### src/rtl/urd_pkg.sv
// Package for the radix digit emitter.
// Holds field widths, register indexes, reset values and the symbol lookup.
// No dependencies.
`timescale 1ns / 1ps
`default_nettype none

package urd_pkg;

	localparam int RADIX_W   = 5;
	localparam int DIGIT_W   = 4;
	localparam int SYM_W     = 8;
	localparam int CFG_W     = 64;
	localparam int CFG_IDX_W = 2;

	localparam logic [CFG_IDX_W-1:0] REG_RADIX      = 2'd0;
	localparam logic [CFG_IDX_W-1:0] REG_SYMBOLS_LO = 2'd1;
	localparam logic [CFG_IDX_W-1:0] REG_SYMBOLS_HI = 2'd2;

	localparam logic [RADIX_W-1:0] RADIX_RESET      = 5'd10;
	localparam logic [CFG_W-1:0]   SYMBOLS_LO_RESET = 64'h3736353433323130;
	localparam logic [CFG_W-1:0]   SYMBOLS_HI_RESET = 64'h6665646362613938;

	function automatic logic [SYM_W-1:0] sym_lookup(
		input logic [CFG_W-1:0]   lo,
		input logic [CFG_W-1:0]   hi,
		input logic [DIGIT_W-1:0] d
	);
		logic [CFG_W-1:0] word;
		word = d[3] ? hi : lo;
		return word[{d[2:0], 3'b000} +: SYM_W];
	endfunction

endpackage

`default_nettype wire

### src/rtl/urd_if.sv
// Stream interfaces for the radix digit emitter: number input and symbol output.
// Depends on urd_pkg.
`timescale 1ns / 1ps
`default_nettype none

interface urd_in_if #(
	parameter int VALUE_WIDTH = 64
);
	logic                   valid;
	logic                   ready;
	logic [VALUE_WIDTH-1:0] value;

	modport source (output valid, output value, input ready);
	modport sink (input valid, input value, output ready);
endinterface

interface urd_out_if;
	import urd_pkg::*;

	logic             valid;
	logic             ready;
	logic [SYM_W-1:0] symbol;
	logic             last;

	modport source (output valid, output symbol, output last, input ready);
	modport sink (input valid, input symbol, input last, output ready);
endinterface

`default_nettype wire

### src/rtl/unsigned_to_radix_digits_core.sv
// Top level of the radix digit emitter: configuration registers and sequencer.
// Depends on urd_pkg, urd_if, urd_divider and urd_digit_stack.
//
//   channel   direction  payload              transfer when
//   item      in         value                item.valid && item.ready
//   digit     out        symbol, last         digit.valid && digit.ready
//   cfg       in         cfg_index, cfg_wdata cfg_we
//
// Each digit is produced by the bit-serial divider and written to the digit
// store, then the digits are read back in reverse order through the S_RD and
// S_EMIT steps, so the last digit divided out is the first symbol emitted.
// Reset returns the registers to radix 10 and the symbols "0123456789abcdef".
// The input is not ready until the final symbol of an item has entered the
// output register; a stalled output holds the sequencer in its emit step.
`timescale 1ns / 1ps
`default_nettype none

module unsigned_to_radix_digits_core #(
	parameter int VALUE_WIDTH = 64,
	parameter int MAX_RADIX   = 16
) (
	input  wire logic                            clk,
	input  wire logic                            arst_n,
	input  wire logic                            cfg_we,
	input  wire logic [urd_pkg::CFG_IDX_W-1:0]   cfg_index,
	input  wire logic [urd_pkg::CFG_W-1:0]       cfg_wdata,
	urd_in_if.sink                               item,
	urd_out_if.source                            digit
);
	import urd_pkg::*;

	localparam int RADIX_TOP = (MAX_RADIX > 16) ? 16 : ((MAX_RADIX < 2) ? 2 : MAX_RADIX);
	localparam int IDX_W     = $clog2(VALUE_WIDTH);

	typedef enum logic [1:0] {
		S_IDLE,
		S_DIV,
		S_RD,
		S_EMIT
	} state_t;

	state_t               state_q;
	logic [RADIX_W-1:0]   radix_q;
	logic [CFG_W-1:0]     symbols_lo_q;
	logic [CFG_W-1:0]     symbols_hi_q;
	logic [RADIX_W-1:0]   eff_radix_q;
	logic [RADIX_W-1:0]   eff_radix;
	logic [IDX_W-1:0]     wr_ptr_q;
	logic [IDX_W-1:0]     idx_q;
	logic                 out_valid_q;
	logic [SYM_W-1:0]     symbol_q;
	logic                 last_q;

	logic                   accept;
	logic                   div_start;
	logic [VALUE_WIDTH-1:0] div_dividend;
	logic                   div_done;
	logic [VALUE_WIDTH-1:0] div_quotient;
	logic [DIGIT_W-1:0]     div_remainder;
	logic [DIGIT_W-1:0]     rd_digit;
	logic                   more;
	logic                   out_free;
	logic                   emit;

	always_ff @(posedge clk or negedge arst_n) begin
		if (!arst_n) begin
			radix_q      <= RADIX_RESET;
			symbols_lo_q <= SYMBOLS_LO_RESET;
			symbols_hi_q <= SYMBOLS_HI_RESET;
		end else if (cfg_we) begin
			case (cfg_index)
				REG_RADIX:      radix_q      <= cfg_wdata[RADIX_W-1:0];
				REG_SYMBOLS_LO: symbols_lo_q <= cfg_wdata;
				REG_SYMBOLS_HI: symbols_hi_q <= cfg_wdata;
				default: ;
			endcase
		end
	end

	always_comb begin
		if (radix_q < RADIX_W'(2)) begin
			eff_radix = RADIX_W'(2);
		end else if (radix_q > RADIX_W'(RADIX_TOP)) begin
			eff_radix = RADIX_W'(RADIX_TOP);
		end else begin
			eff_radix = radix_q;
		end
	end

	assign accept       = item.valid && (state_q == S_IDLE);
	assign more         = (div_quotient != '0);
	assign div_start    = accept || ((state_q == S_DIV) && div_done && more);
	assign div_dividend = accept ? item.value : div_quotient;
	assign out_free     = !out_valid_q || digit.ready;
	assign emit         = (state_q == S_EMIT) && out_free;

	urd_divider #(
		.VALUE_WIDTH (VALUE_WIDTH)
	) u_divider (
		.clk       (clk),
		.arst_n    (arst_n),
		.start     (div_start),
		.dividend  (div_dividend),
		.divisor   (accept ? eff_radix : eff_radix_q),
		.done      (div_done),
		.quotient  (div_quotient),
		.remainder (div_remainder)
	);

	urd_digit_stack #(
		.DEPTH (VALUE_WIDTH)
	) u_stack (
		.clk     (clk),
		.wr_en   ((state_q == S_DIV) && div_done),
		.wr_addr (wr_ptr_q),
		.wr_data (div_remainder),
		.rd_addr (idx_q),
		.rd_data (rd_digit)
	);

	always_ff @(posedge clk or negedge arst_n) begin
		if (!arst_n) begin
			state_q     <= S_IDLE;
			eff_radix_q <= RADIX_W'(2);
			wr_ptr_q    <= '0;
			idx_q       <= '0;
			out_valid_q <= 1'b0;
			symbol_q    <= '0;
			last_q      <= 1'b0;
		end else begin
			if (emit) begin
				out_valid_q <= 1'b1;
			end else if (digit.ready) begin
				out_valid_q <= 1'b0;
			end
			case (state_q)
				S_IDLE: begin
					if (accept) begin
						eff_radix_q <= eff_radix;
						wr_ptr_q    <= '0;
						state_q     <= S_DIV;
					end
				end
				S_DIV: begin
					if (div_done) begin
						idx_q    <= wr_ptr_q;
						wr_ptr_q <= wr_ptr_q + 1'b1;
						if (!more) begin
							state_q <= S_RD;
						end
					end
				end
				S_RD: begin
					state_q <= S_EMIT;
				end
				S_EMIT: begin
					if (out_free) begin
						symbol_q    <= sym_lookup(symbols_lo_q, symbols_hi_q, rd_digit);
						last_q      <= (idx_q == '0);
						if (idx_q == '0) begin
							state_q <= S_IDLE;
						end else begin
							idx_q   <= idx_q - 1'b1;
							state_q <= S_RD;
						end
					end
				end
				default: state_q <= S_IDLE;
			endcase
		end
	end

	assign item.ready   = (state_q == S_IDLE);
	assign digit.valid  = out_valid_q;
	assign digit.symbol = symbol_q;
	assign digit.last   = last_q;

endmodule

`default_nettype wire

### src/rtl/urd_divider.sv
// Bit-serial restoring divider: one quotient bit per cycle, divisor up to 16.
// Depends on urd_pkg.
`timescale 1ns / 1ps
`default_nettype none

module urd_divider #(
	parameter int VALUE_WIDTH = 64
) (
	input  wire logic                         clk,
	input  wire logic                         arst_n,
	input  wire logic                         start,
	input  wire logic [VALUE_WIDTH-1:0]       dividend,
	input  wire logic [urd_pkg::RADIX_W-1:0]  divisor,
	output logic                              done,
	output logic [VALUE_WIDTH-1:0]            quotient,
	output logic [urd_pkg::DIGIT_W-1:0]       remainder
);
	import urd_pkg::*;

	localparam int BIT_W = (VALUE_WIDTH > 1) ? $clog2(VALUE_WIDTH) : 1;

	logic                   busy_q;
	logic                   done_q;
	logic [BIT_W-1:0]       bit_q;
	logic [VALUE_WIDTH-1:0] acc_q;
	logic [DIGIT_W-1:0]     rem_q;
	logic [RADIX_W-1:0]     part;
	logic [RADIX_W-1:0]     diff;
	logic                   ge;

	assign part = {rem_q, acc_q[VALUE_WIDTH-1]};
	assign ge   = (part >= divisor);
	assign diff = part - divisor;

	always_ff @(posedge clk or negedge arst_n) begin
		if (!arst_n) begin
			busy_q <= 1'b0;
			done_q <= 1'b0;
			bit_q  <= '0;
		end else begin
			done_q <= 1'b0;
			if (start && !busy_q) begin
				busy_q <= 1'b1;
				bit_q  <= BIT_W'(VALUE_WIDTH - 1);
			end else if (busy_q) begin
				if (bit_q == '0) begin
					busy_q <= 1'b0;
					done_q <= 1'b1;
				end else begin
					bit_q <= bit_q - 1'b1;
				end
			end
		end
	end

	always_ff @(posedge clk) begin
		if (start && !busy_q) begin
			acc_q <= dividend;
			rem_q <= '0;
		end else if (busy_q) begin
			acc_q <= {acc_q[VALUE_WIDTH-2:0], ge};
			rem_q <= ge ? diff[DIGIT_W-1:0] : part[DIGIT_W-1:0];
		end
	end

	assign done      = done_q;
	assign quotient  = acc_q;
	assign remainder = rem_q;

endmodule

`default_nettype wire

### src/rtl/urd_digit_stack.sv
// Digit store: one write port and one registered read port.
// Depends on urd_pkg.
`timescale 1ns / 1ps
`default_nettype none

module urd_digit_stack #(
	parameter int DEPTH = 64
) (
	input  wire logic                               clk,
	input  wire logic                               wr_en,
	input  wire logic [$clog2(DEPTH)-1:0]           wr_addr,
	input  wire logic [urd_pkg::DIGIT_W-1:0]        wr_data,
	input  wire logic [$clog2(DEPTH)-1:0]           rd_addr,
	output logic [urd_pkg::DIGIT_W-1:0]             rd_data
);
	import urd_pkg::*;

	logic [DIGIT_W-1:0] mem [DEPTH];
	logic [DIGIT_W-1:0] rd_data_q;

	always_ff @(posedge clk) begin
		if (wr_en) begin
			mem[wr_addr] <= wr_data;
		end
		rd_data_q <= mem[rd_addr];
	end

	assign rd_data = rd_data_q;

endmodule

`default_nettype wire
### src/flat_wrapper.sv
// flat-port wrapper written by rule: the top's interface ports become plain ports
module unsigned_to_radix_digits_core_flat import urd_pkg::*;
#(
	parameter int VALUE_WIDTH = 64,
	parameter int MAX_RADIX   = 16
)
  (clk, arst_n, cfg_we, cfg_index, cfg_wdata, item_valid, item_value, item_ready, digit_valid, digit_symbol, digit_last, digit_ready);
  urd_in_if #(.VALUE_WIDTH(VALUE_WIDTH)) item_i ();
  urd_out_if digit_i ();
  input  wire logic clk;
  input  wire logic arst_n;
  input  wire logic cfg_we;
  input  wire logic [urd_pkg::CFG_IDX_W-1:0] cfg_index;
  input  wire logic [urd_pkg::CFG_W-1:0] cfg_wdata;
  input wire logic [$bits(item_i.valid)-1:0] item_valid;
  input wire logic [$bits(item_i.value)-1:0] item_value;
  output wire logic [$bits(item_i.ready)-1:0] item_ready;
  output wire logic [$bits(digit_i.valid)-1:0] digit_valid;
  output wire logic [$bits(digit_i.symbol)-1:0] digit_symbol;
  output wire logic [$bits(digit_i.last)-1:0] digit_last;
  input wire logic [$bits(digit_i.ready)-1:0] digit_ready;
  assign item_i.valid = item_valid;
  assign item_i.value = item_value;
  assign item_ready = item_i.ready;
  assign digit_valid = digit_i.valid;
  assign digit_symbol = digit_i.symbol;
  assign digit_last = digit_i.last;
  assign digit_i.ready = digit_ready;
  unsigned_to_radix_digits_core #(.VALUE_WIDTH(VALUE_WIDTH), .MAX_RADIX(MAX_RADIX)) u_core (.clk(clk), .arst_n(arst_n), .cfg_we(cfg_we), .cfg_index(cfg_index), .cfg_wdata(cfg_wdata), .item(item_i), .digit(digit_i));
endmodule
### config.mk
export PLATFORM = sky130hd
export DESIGN_NAME = unsigned_to_radix_digits_core_flat
export DESIGN_NICKNAME = d
export VERILOG_FILES = /design/src/rtl/urd_pkg.sv /design/src/rtl/urd_if.sv /design/src/rtl/unsigned_to_radix_digits_core.sv /design/src/rtl/urd_divider.sv /design/src/rtl/urd_digit_stack.sv /design/src/flat_wrapper.sv
export SDC_FILE = /design/constraint.sdc
export NUM_CORES = 1
export LEC_CHECK = 0
export BUFFER_PORTS_ARGS = -buffer_cell sky130_fd_sc_hd__buf_2
export CELL_PAD_IN_SITES_DETAIL_PLACEMENT = 1
export CELL_PAD_IN_SITES_GLOBAL_PLACEMENT = 1
export CORE_MARGIN = 1.5
export CORE_UTILIZATION = 51
export CTS_BUF_LIST = sky130_fd_sc_hd__clkbuf_4
export DETAILED_ROUTE_END_ITERATION = 7
export PLACE_DENSITY_LB_ADDON = 0.08
export SYNTH_ARGS = -nofsm -noshare
export SYNTH_HDL_FRONTEND = slang
export SYNTH_HIERARCHICAL = 1
export SYNTH_SLANG_ARGS = --single-unit
### constraint.sdc
create_clock -name clk -period 9.2 [get_ports clk]
set_input_delay 1.84 -clock clk [delete_from_list [all_inputs] [get_ports clk]]
set_output_delay 1.84 -clock clk [all_outputs]
set_load 0.005 [all_outputs]
# ---- Word level (Yosys, flattened, before mapping)
# Memory sizes are Yosys's and may differ from the RTL's. A register that Yosys moved wholly into a read port is not among the register bits.
# Cells that the tools add are included.
# Widths: inputs -> output; s select.
dict set report totals {
  reg_bits 238
  mem_bits_rw 256
  inputBits 135
  n_memories 1
}
dict set report classes {
  add_sub_neg 4
  magnitude_cmp 3
  n_eq_ne 12
  shifts 1
  mux 34
  n_reduce_logical 27
}
# name words width read_ports rd_clocked_by_memory_dff write_ports line_no
set mem_list {}
lappend mem_list {u_core.u_stack.mem 64 4 1 1 1 urd_digit_stack.sv:18} ;# logic [DIGIT_W-1:0] mem [DEPTH];
# cell count
set ops {}
lappend ops {{$mux 64} 4}
lappend ops {{$reduce_bool 64->1} 1}
lappend ops {{$shiftx 64x7->8} 1}
lappend ops {{$mux 6} 8}
lappend ops {{$pmux 6 s2} 2}
lappend ops {{$mux 5} 3}
lappend ops {{$logic_not 6->1} 2}
lappend ops {{$reduce_and 2->1} 6}
lappend ops {{$sub 6x1->6 const B} 2}
lappend ops {{$mux 1} 10}
lappend ops {{$mux 2} 5}
lappend ops {{$ne 2x1->1 const B} 4}
lappend ops {{$pmux 2 s4} 1}
lappend ops {{$reduce_and 4->1} 2}
lappend ops {{$reduce_bool 2->1} 4}
lappend ops {{$add 6x1->6 const B} 1}
lappend ops {{$eq 2x2->1 const B} 3}
lappend ops {{$ne 2x2->1 const B} 3}
lappend ops {{$ge 5x5->1} 1}
lappend ops {{$gt 5x5->1 const B} 1}
lappend ops {{$logic_and 1x1->1} 5}
lappend ops {{$lt 5x2->1 const B} 1}
lappend ops {{$eq 2x1->1 const B} 2}
lappend ops {{$logic_not 2->1} 2}
lappend ops {{5 further kinds} 7}

# ---- Depth between registers and ports, before layout
dict set report logic_depth {
  word_depth 7
  ltp_mapped 13
}

# ---- Hierarchy
# The synthesis kept the hierarchy.
# module n_inst cells_per_inst area_per_inst_um2 seq_area_each_um2
set modules_own_cells {}
lappend modules_own_cells {urd_digit_stack 1 521 10407.5 7767.4}
lappend modules_own_cells {unsigned_to_radix_digits_core 1 724 8293.0 4127.7}
lappend modules_own_cells {urd_divider 1 358 3483.3 2202.1}

# ---- Least setup slack after synthesis
# Ideal clock, no wire load.
dict set report synth_path {
  path_type {input-to-reg}
  start {input item_valid}
  end {register u_core.u_divider.bit_q[5]}
  setup_time_ns 0.137
  t_arrival_ns 4.609
  t_required_ns 9.063
  path_slack_ns 4.454
  stages 9
  path_cell_list {nand2_1 -> clkbuf_1 -> clkbuf_1 -> o21ai_0 -> nor2_1 -> inv_1 -> o311a_1 -> and3_1 -> o21ai_1}
}
dict set report synth_via {
  elab_chain_len 5
  word_cells_on_any_way 7
}
# element line_no
set synth_lines {}
lappend synth_lines {{start, declared} flat_wrapper.sv:15} ;# input wire logic [$bits(item_i.valid)-1:0] item_valid;
lappend synth_lines {{$logic_and 1x1->1 (*)} unsigned_to_radix_digits_core.sv:90} ;# assign accept = item.valid && (state_q == S_IDLE);
lappend synth_lines {{$logic_or 1x1->1 (*)} unsigned_to_radix_digits_core.sv:92} ;# assign div_start = accept || ((state_q == S_DIV) && div_done && more);
lappend synth_lines {{via u_core.div_start} unsigned_to_radix_digits_core.sv:55} ;# logic div_start;
lappend synth_lines {{$logic_and 1x1->1 (*)} urd_divider.sv:42} ;# if (start && !busy_q) begin
lappend synth_lines {{$ne 2x1->1 (no line) or $reduce_bool 2->1 (tied branches)} n/a}
lappend synth_lines {{$reduce_and 2->1 (no line)} n/a}
lappend synth_lines {{end signal, assigned} urd_divider.sv:44} ;# bit_q <= BIT_W'(VALUE_WIDTH - 1);
lappend synth_lines {{end signal, assigned} urd_divider.sv:50} ;# bit_q <= bit_q - 1'b1;
lappend synth_lines {{end, declared} urd_divider.sv:24} ;# logic [BIT_W-1:0] bit_q;
# Mark *: on every way through the listed nets, which the timed path passes. The rest lies on a longest branch.
# A chain may end at the register's enable or synchronous reset.

# ---- Final worst setup path
dict set report layout_path {
  start {register u_core.u_divider.acc_q[54], in the netlist u_core/u_divider/quotient[54]}
  end {register u_core.u_divider.bit_q[3]}
}
dict set report layout_via {
  elab_chain_len 6
  word_cells_on_any_way 8
}
# element line_no
set layout_lines {}
lappend layout_lines {{start, declared} urd_divider.sv:25} ;# logic [VALUE_WIDTH-1:0] acc_q;
lappend layout_lines {{start signal, assigned} urd_divider.sv:58} ;# acc_q <= dividend;
lappend layout_lines {{start signal, assigned} urd_divider.sv:61} ;# acc_q <= {acc_q[VALUE_WIDTH-2:0], ge};
lappend layout_lines {{$reduce_bool 64->1 (*)} unsigned_to_radix_digits_core.sv:91} ;# assign more = (div_quotient != '0);
lappend layout_lines {{$logic_and 1x1->1 (*)} unsigned_to_radix_digits_core.sv:92}
lappend layout_lines {{$logic_or 1x1->1 (*)} unsigned_to_radix_digits_core.sv:92}
lappend layout_lines {{via u_core.div_start} unsigned_to_radix_digits_core.sv:55}
lappend layout_lines {{$logic_and 1x1->1 (*)} urd_divider.sv:42}
lappend layout_lines {{$ne 2x1->1 (no line) or $reduce_bool 2->1 (tied branches)} n/a}
lappend layout_lines {{$reduce_and 2->1 (no line)} n/a}
# Marked as above.

==> results by stage <==
Status:
- The flow ran to the end, and the final reports show no timing, DRC or antenna violations.

GRT:
- The global-route wire length before repair is 85300 um.
- The initial antenna violation count is 6.
- The total global-route track usage is 25.48%.
- The via count of the first global-routing pass was 15250.
- Entering global routing, the biggest net connects 88 pins.
- The leftover overflow at the end of global routing is 0.

Timing:
- The slew at the pin with the worst max-slew slack is 1.250 ns.
- The hold slack is 0.4753 ns.
- The clock arrives with 0.04326 ns of skew.
- The final critical delay including setup and external delays is 4.238 ns.
- The count of endpoints failing hold in the final timing report is 0.
- After layout, the worst path uses 46.06% of the clock period.
- Static timing analysis puts the maximum clock frequency at about 240 MHz.
- The final max-slew violation count is 0.
- Setup repair after global routing left no endpoint under its margin.
- The headroom to the max-slew limit is 16.64%.
- The setup violation total in the final timing report is 0.
- The total negative slack for setup checks is 0 ns.

Clock tree:
- The number of hold-repair buffers added at the cts stage is 0.
- Clock latency on the worst-skew pair, taken at its later pin, is 0.94 ns.
- The cell sitting at the root of the clock tree is a sky130_fd_sc_hd__clkbuf_4.
- The clock-pin slew of the registers on the worst-case setup and hold paths is approximately 0.06 ns.
- Once the clock tree was built, the setup fixing pass inserted 0 buffers.
- The TritonCTS clock tree is yes.
- The level count of the clock H-tree is 4.
- The longest clock path from root to sink contains 3 buffers.
- CTS saw between 400 and 500 sinks.
- The number of buffers created by CTS is 134.
- The quantity of gates resized following cts is 0.

Floorplan:
- For this design the top-level I/O count stands at 146.
- The initialized floorplan defines 76 standard-cell rows.
- The area of the core is 42980 um2.
- For this configuration, the core starts out at a cell density of approximately 52%.
- The floorplan step defined a die boundary enclosing 44760 um2.
- The die height is roughly 210 um.
- The width of the die is ~210 um.

Hold path:
- The start point of the worst min-delay path is u_core/eff_radix_q[0].
- The worst hold path stage count is 2.
- For hold timing, the worst endpoint is u_core/eff_radix_q[0].
- The class of the worst hold path is register to register.

Placed design:
- Detailed placement finished with a half-perimeter wire length of ~35000 um.
- The final RePlAce weighted congestion is 0.7743.
- Buffers placed on the I/O ports in this run total about 150.
- In this run, placement finished with an instance count of between 2000 and 2500.

Power and ir drop:
- The cell internal power dissipation is 4.349 mW.
- Per report_power, the sequential group accounts for 50.9% of the total.
- Power comes to about 6.0 mW.
- The power share of the combinational group is 16.7%.
- The switching part of the total is 28.11%.
- The clock network fraction of design power is 32.4%.
- VDD sags by at most 0.0001238 V.
- In this run the static leakage power is 9.971 nW.
- The total power density per cell area is 240.9 nW/um2.
- The switching power is 1.701 mW.

Layout:
- The post-layout net count is between 1500 and 2000.
- The proportion of layout cells with a drive suffix above 1 is a little over a third.
- The area of combinational cells with multiple inputs is approximately 7600 um2.
- At the end of the flow the core is filled with cells to around 58%.
- The total area of sequential cells is 14110 um2.
- The filler-free cell count of the finished design is 2519.
- Compared with the post-synthesis result, the final layout area differs by 13.20%.
- The fill cell total of the finished layout is 4336.

Detailed routing:
- The first-iteration detailed-routing DRC count is 881.
- In the routed layout, each cell is associated on average with a via count of about 5.6.
- The first-pass iteration count of the detailed router is 5.
- The DRC violations left is 0.
- The routed layout has 14120 vias.
- The total wirelength of the detailed-routed design is approximately 55000 um.
- In this run the remaining antenna-violating nets after routing total 0.
- In the final routed layout, each cell accounts on average for 21.80 um.

Logic synthesis:
- The number of enable-type register cells in the synthesized netlist is between 300 and 400.
- Counting flops and latches in the post-synthesis netlist gives ~500.
- In this run the cell area of the synthesized design comes to 22180 um2.
- By instance count, the leading cell after synthesis is sky130_fd_sc_hd__nand2_1.
- The cell count after synthesis is 1603.
- In the synthesized netlist, the cells that appear most often are sky130_fd_sc_hd__nand2_1 (418), sky130_fd_sc_hd__edfxtp_1 (320), sky130_fd_sc_hd__mux2_2 (138).
- In this run the mean area of a mapped cell was 13.84 um2.
- Sequential elements use 63.55% of the synthesized area.
- For this run, the number of Yosys warnings is 6.
- The number of nets handed over by synthesis was 1749.
- Of all flip-flops after synthesis, the portion carrying an async set or reset was 34.14%.
- The top cell type by total area after synthesis is sky130_fd_sc_hd__edfxtp_1.
- Sorting the synthesized cells by area gives the leading types as sky130_fd_sc_hd__edfxtp_1 (43%), sky130_fd_sc_hd__dfrtp_1 (13%), sky130_fd_sc_hd__mux4_2 (7.9%), sky130_fd_sc_hd__nand2_1 (7.1%), sky130_fd_sc_hd__mux2_2 (7.0%).
- Synthesis instantiated 72 different standard cells from the library.
- The area share of the leading cell type in the synthesized netlist is 43.32%.
- The most used flip-flop cell after synthesis is sky130_fd_sc_hd__edfxtp_1.

Worst setup path:
- Data on the critical path arrives at its endpoint at 5.08 ns.
- The worst setup path is of the register to register kind.
- The setup slack of the most critical reg-to-reg path is 4.96 ns.
- STA classifies the critical path endpoint as a register.
- The worst setup path is launched from a register.
- The endpoint required time on the critical path is 10.05 ns.
- The capturing point of the worst reg2reg path is u_core/u_divider/bit_q[3].
- For the worst flop-to-flop path, the logic depth is 10.
- In this run the worst path has a maximum fanout of between 60 and 70.
- The startpoint of the worst register-to-register path is u_core/u_divider/quotient[54].

Job:
- Across the run, the number of max-cap violations was 0.
-- power by group through the flow --
stage	clock [mW]	sequential, mW	combinational [mW]
after floorplan	0	3.08	0.684
after global placement	0	3.10	0.963
after detailed placement	0	3.12	1.02
after CTS	2.02	3.08	1.03
after global routing	2.13	3.12	1.12
final	1.96	3.08	1.01
-- cells by family (layout without fill, tap and decap cells) --
logic type      count (synthesis)  in the layout  share of synthesized area [%]
xor+xnor                        7              7                         0.2764
buf+inv                       104            425                          2.296
simple gates                  630            630                          11.92
fa+ha+maj                      11             11                         0.6543
compound gates                101            101                          3.339
flops                         498            498                          63.55
other cells                     0             10                              0
mux                           252            252                          17.96
-- registers in the layout, indices dropped and copies added (netlist names), 2 cells and up --
signal                      flops
u_core/u_stack/mem            256
u_core/symbols_hi_q            64
u_core/symbols_lo_q            64
u_core/u_divider/quotient      64
u_core/digit.symbol             8
u_core/idx_q                    6
u_core/u_divider/bit_q          6
u_core/wr_ptr_q                 6
u_core/eff_radix_q              5
u_core/radix_q                  5
u_core/u_divider/remainder      4
u_core/u_stack/rd_data          4
u_core/state_q                  2
-- layout by cell type (no fill, tap or decap), drive strengths merged, types with 9 or more instances in the layout --
| cell | count |
|---|---|
| a21oi | 14 |
| a22oi | 9 |
| buf | 164 |
| clkbuf | 206 |
| clkinv | 32 |
| dfrtp | 111 |
| dfstp | 59 |
| diode | 10 |
| edfxtp | 320 |
| ha | 10 |
| inv | 22 |
| mux2 | 139 |
| mux2i | 16 |
| mux4 | 97 |
| nand2 | 418 |
| nand2b | 11 |
| nand3 | 20 |
| nand3b | 10 |
| nand4 | 12 |
| nor2 | 103 |
| nor4 | 20 |
| o21ai | 16 |
-- per-layer routing --
metal | GRT usage (%) | vias to the layer above | part of all wire [%]
li1 | - | 6429 | -
met1 | 33.64 | 7217 | 43
met2 | 40.91 | 387 | 50
met3 | 5.489 | 88 | 5.2
met4 | 11.13 | 2 | 2.2
met5 | 0 | - | 0.031
-- layout make-up --
class                   instances  area share (%)
flip-flops and latches        498           56.18
repair buffers                164           3.483
clock inverters                34          0.6178
well taps                     585           2.915
multi-input cells            1001           30.23
inverters                      21          0.3139
diodes                         10         0.09965
clock buffers                 206           6.158
-- worst max-delay path by stage --
stage / from / endpoint / slack, ns / cells after the start
4_1_cts: u_core/u_divider/quotient[54] / u_core/u_divider/bit_q[3] / 4.99 / 10
6_report: u_core/u_divider/quotient[54] / u_core/u_divider/bit_q[3] / 4.96 / 10
5_1_grt: u_core/u_divider/quotient[54] / u_core/u_divider/bit_q[3] / 4.69 / 10
2_1_floorplan: item_valid / u_core/u_divider/bit_q[5] / 4.45 / 9
3_5_place_dp: item_valid / u_core/u_divider/bit_q[3] / 4.36 / 10
3_3_place_gp: item_valid / u_core/u_divider/bit_q[3] / 4.48 / 10
-- worst max-delay path: stages, from the launching register on --
cell and delay [ns]:
sky130_fd_sc_hd__edfxtp_1 0.41, sky130_fd_sc_hd__nor4_1 0.48, sky130_fd_sc_hd__nand4_1 0.22, sky130_fd_sc_hd__nor4_1 0.97, sky130_fd_sc_hd__o21ai_0 0.49, sky130_fd_sc_hd__nor2_1 0.49, sky130_fd_sc_hd__inv_2 0.04, sky130_fd_sc_hd__buf_4 0.40
sky130_fd_sc_hd__o311a_1 0.26, sky130_fd_sc_hd__and3_1 0.20, sky130_fd_sc_hd__o21ai_1 0.17
-- through the flow --
| stage | cell area (um2) | worst slack [ns] |
|---|---|---|
| global route | 25100 | 4.690 |
| CTS | 25090 | 4.987 |
| detailed placement | 23380 | 4.363 |
| finish | 25110 | 4.962 |
| global placement | 23380 | 4.478 |
| floorplan | 22180 | 4.454 |
Note: power is estimated with default switching activity, not from simulation.
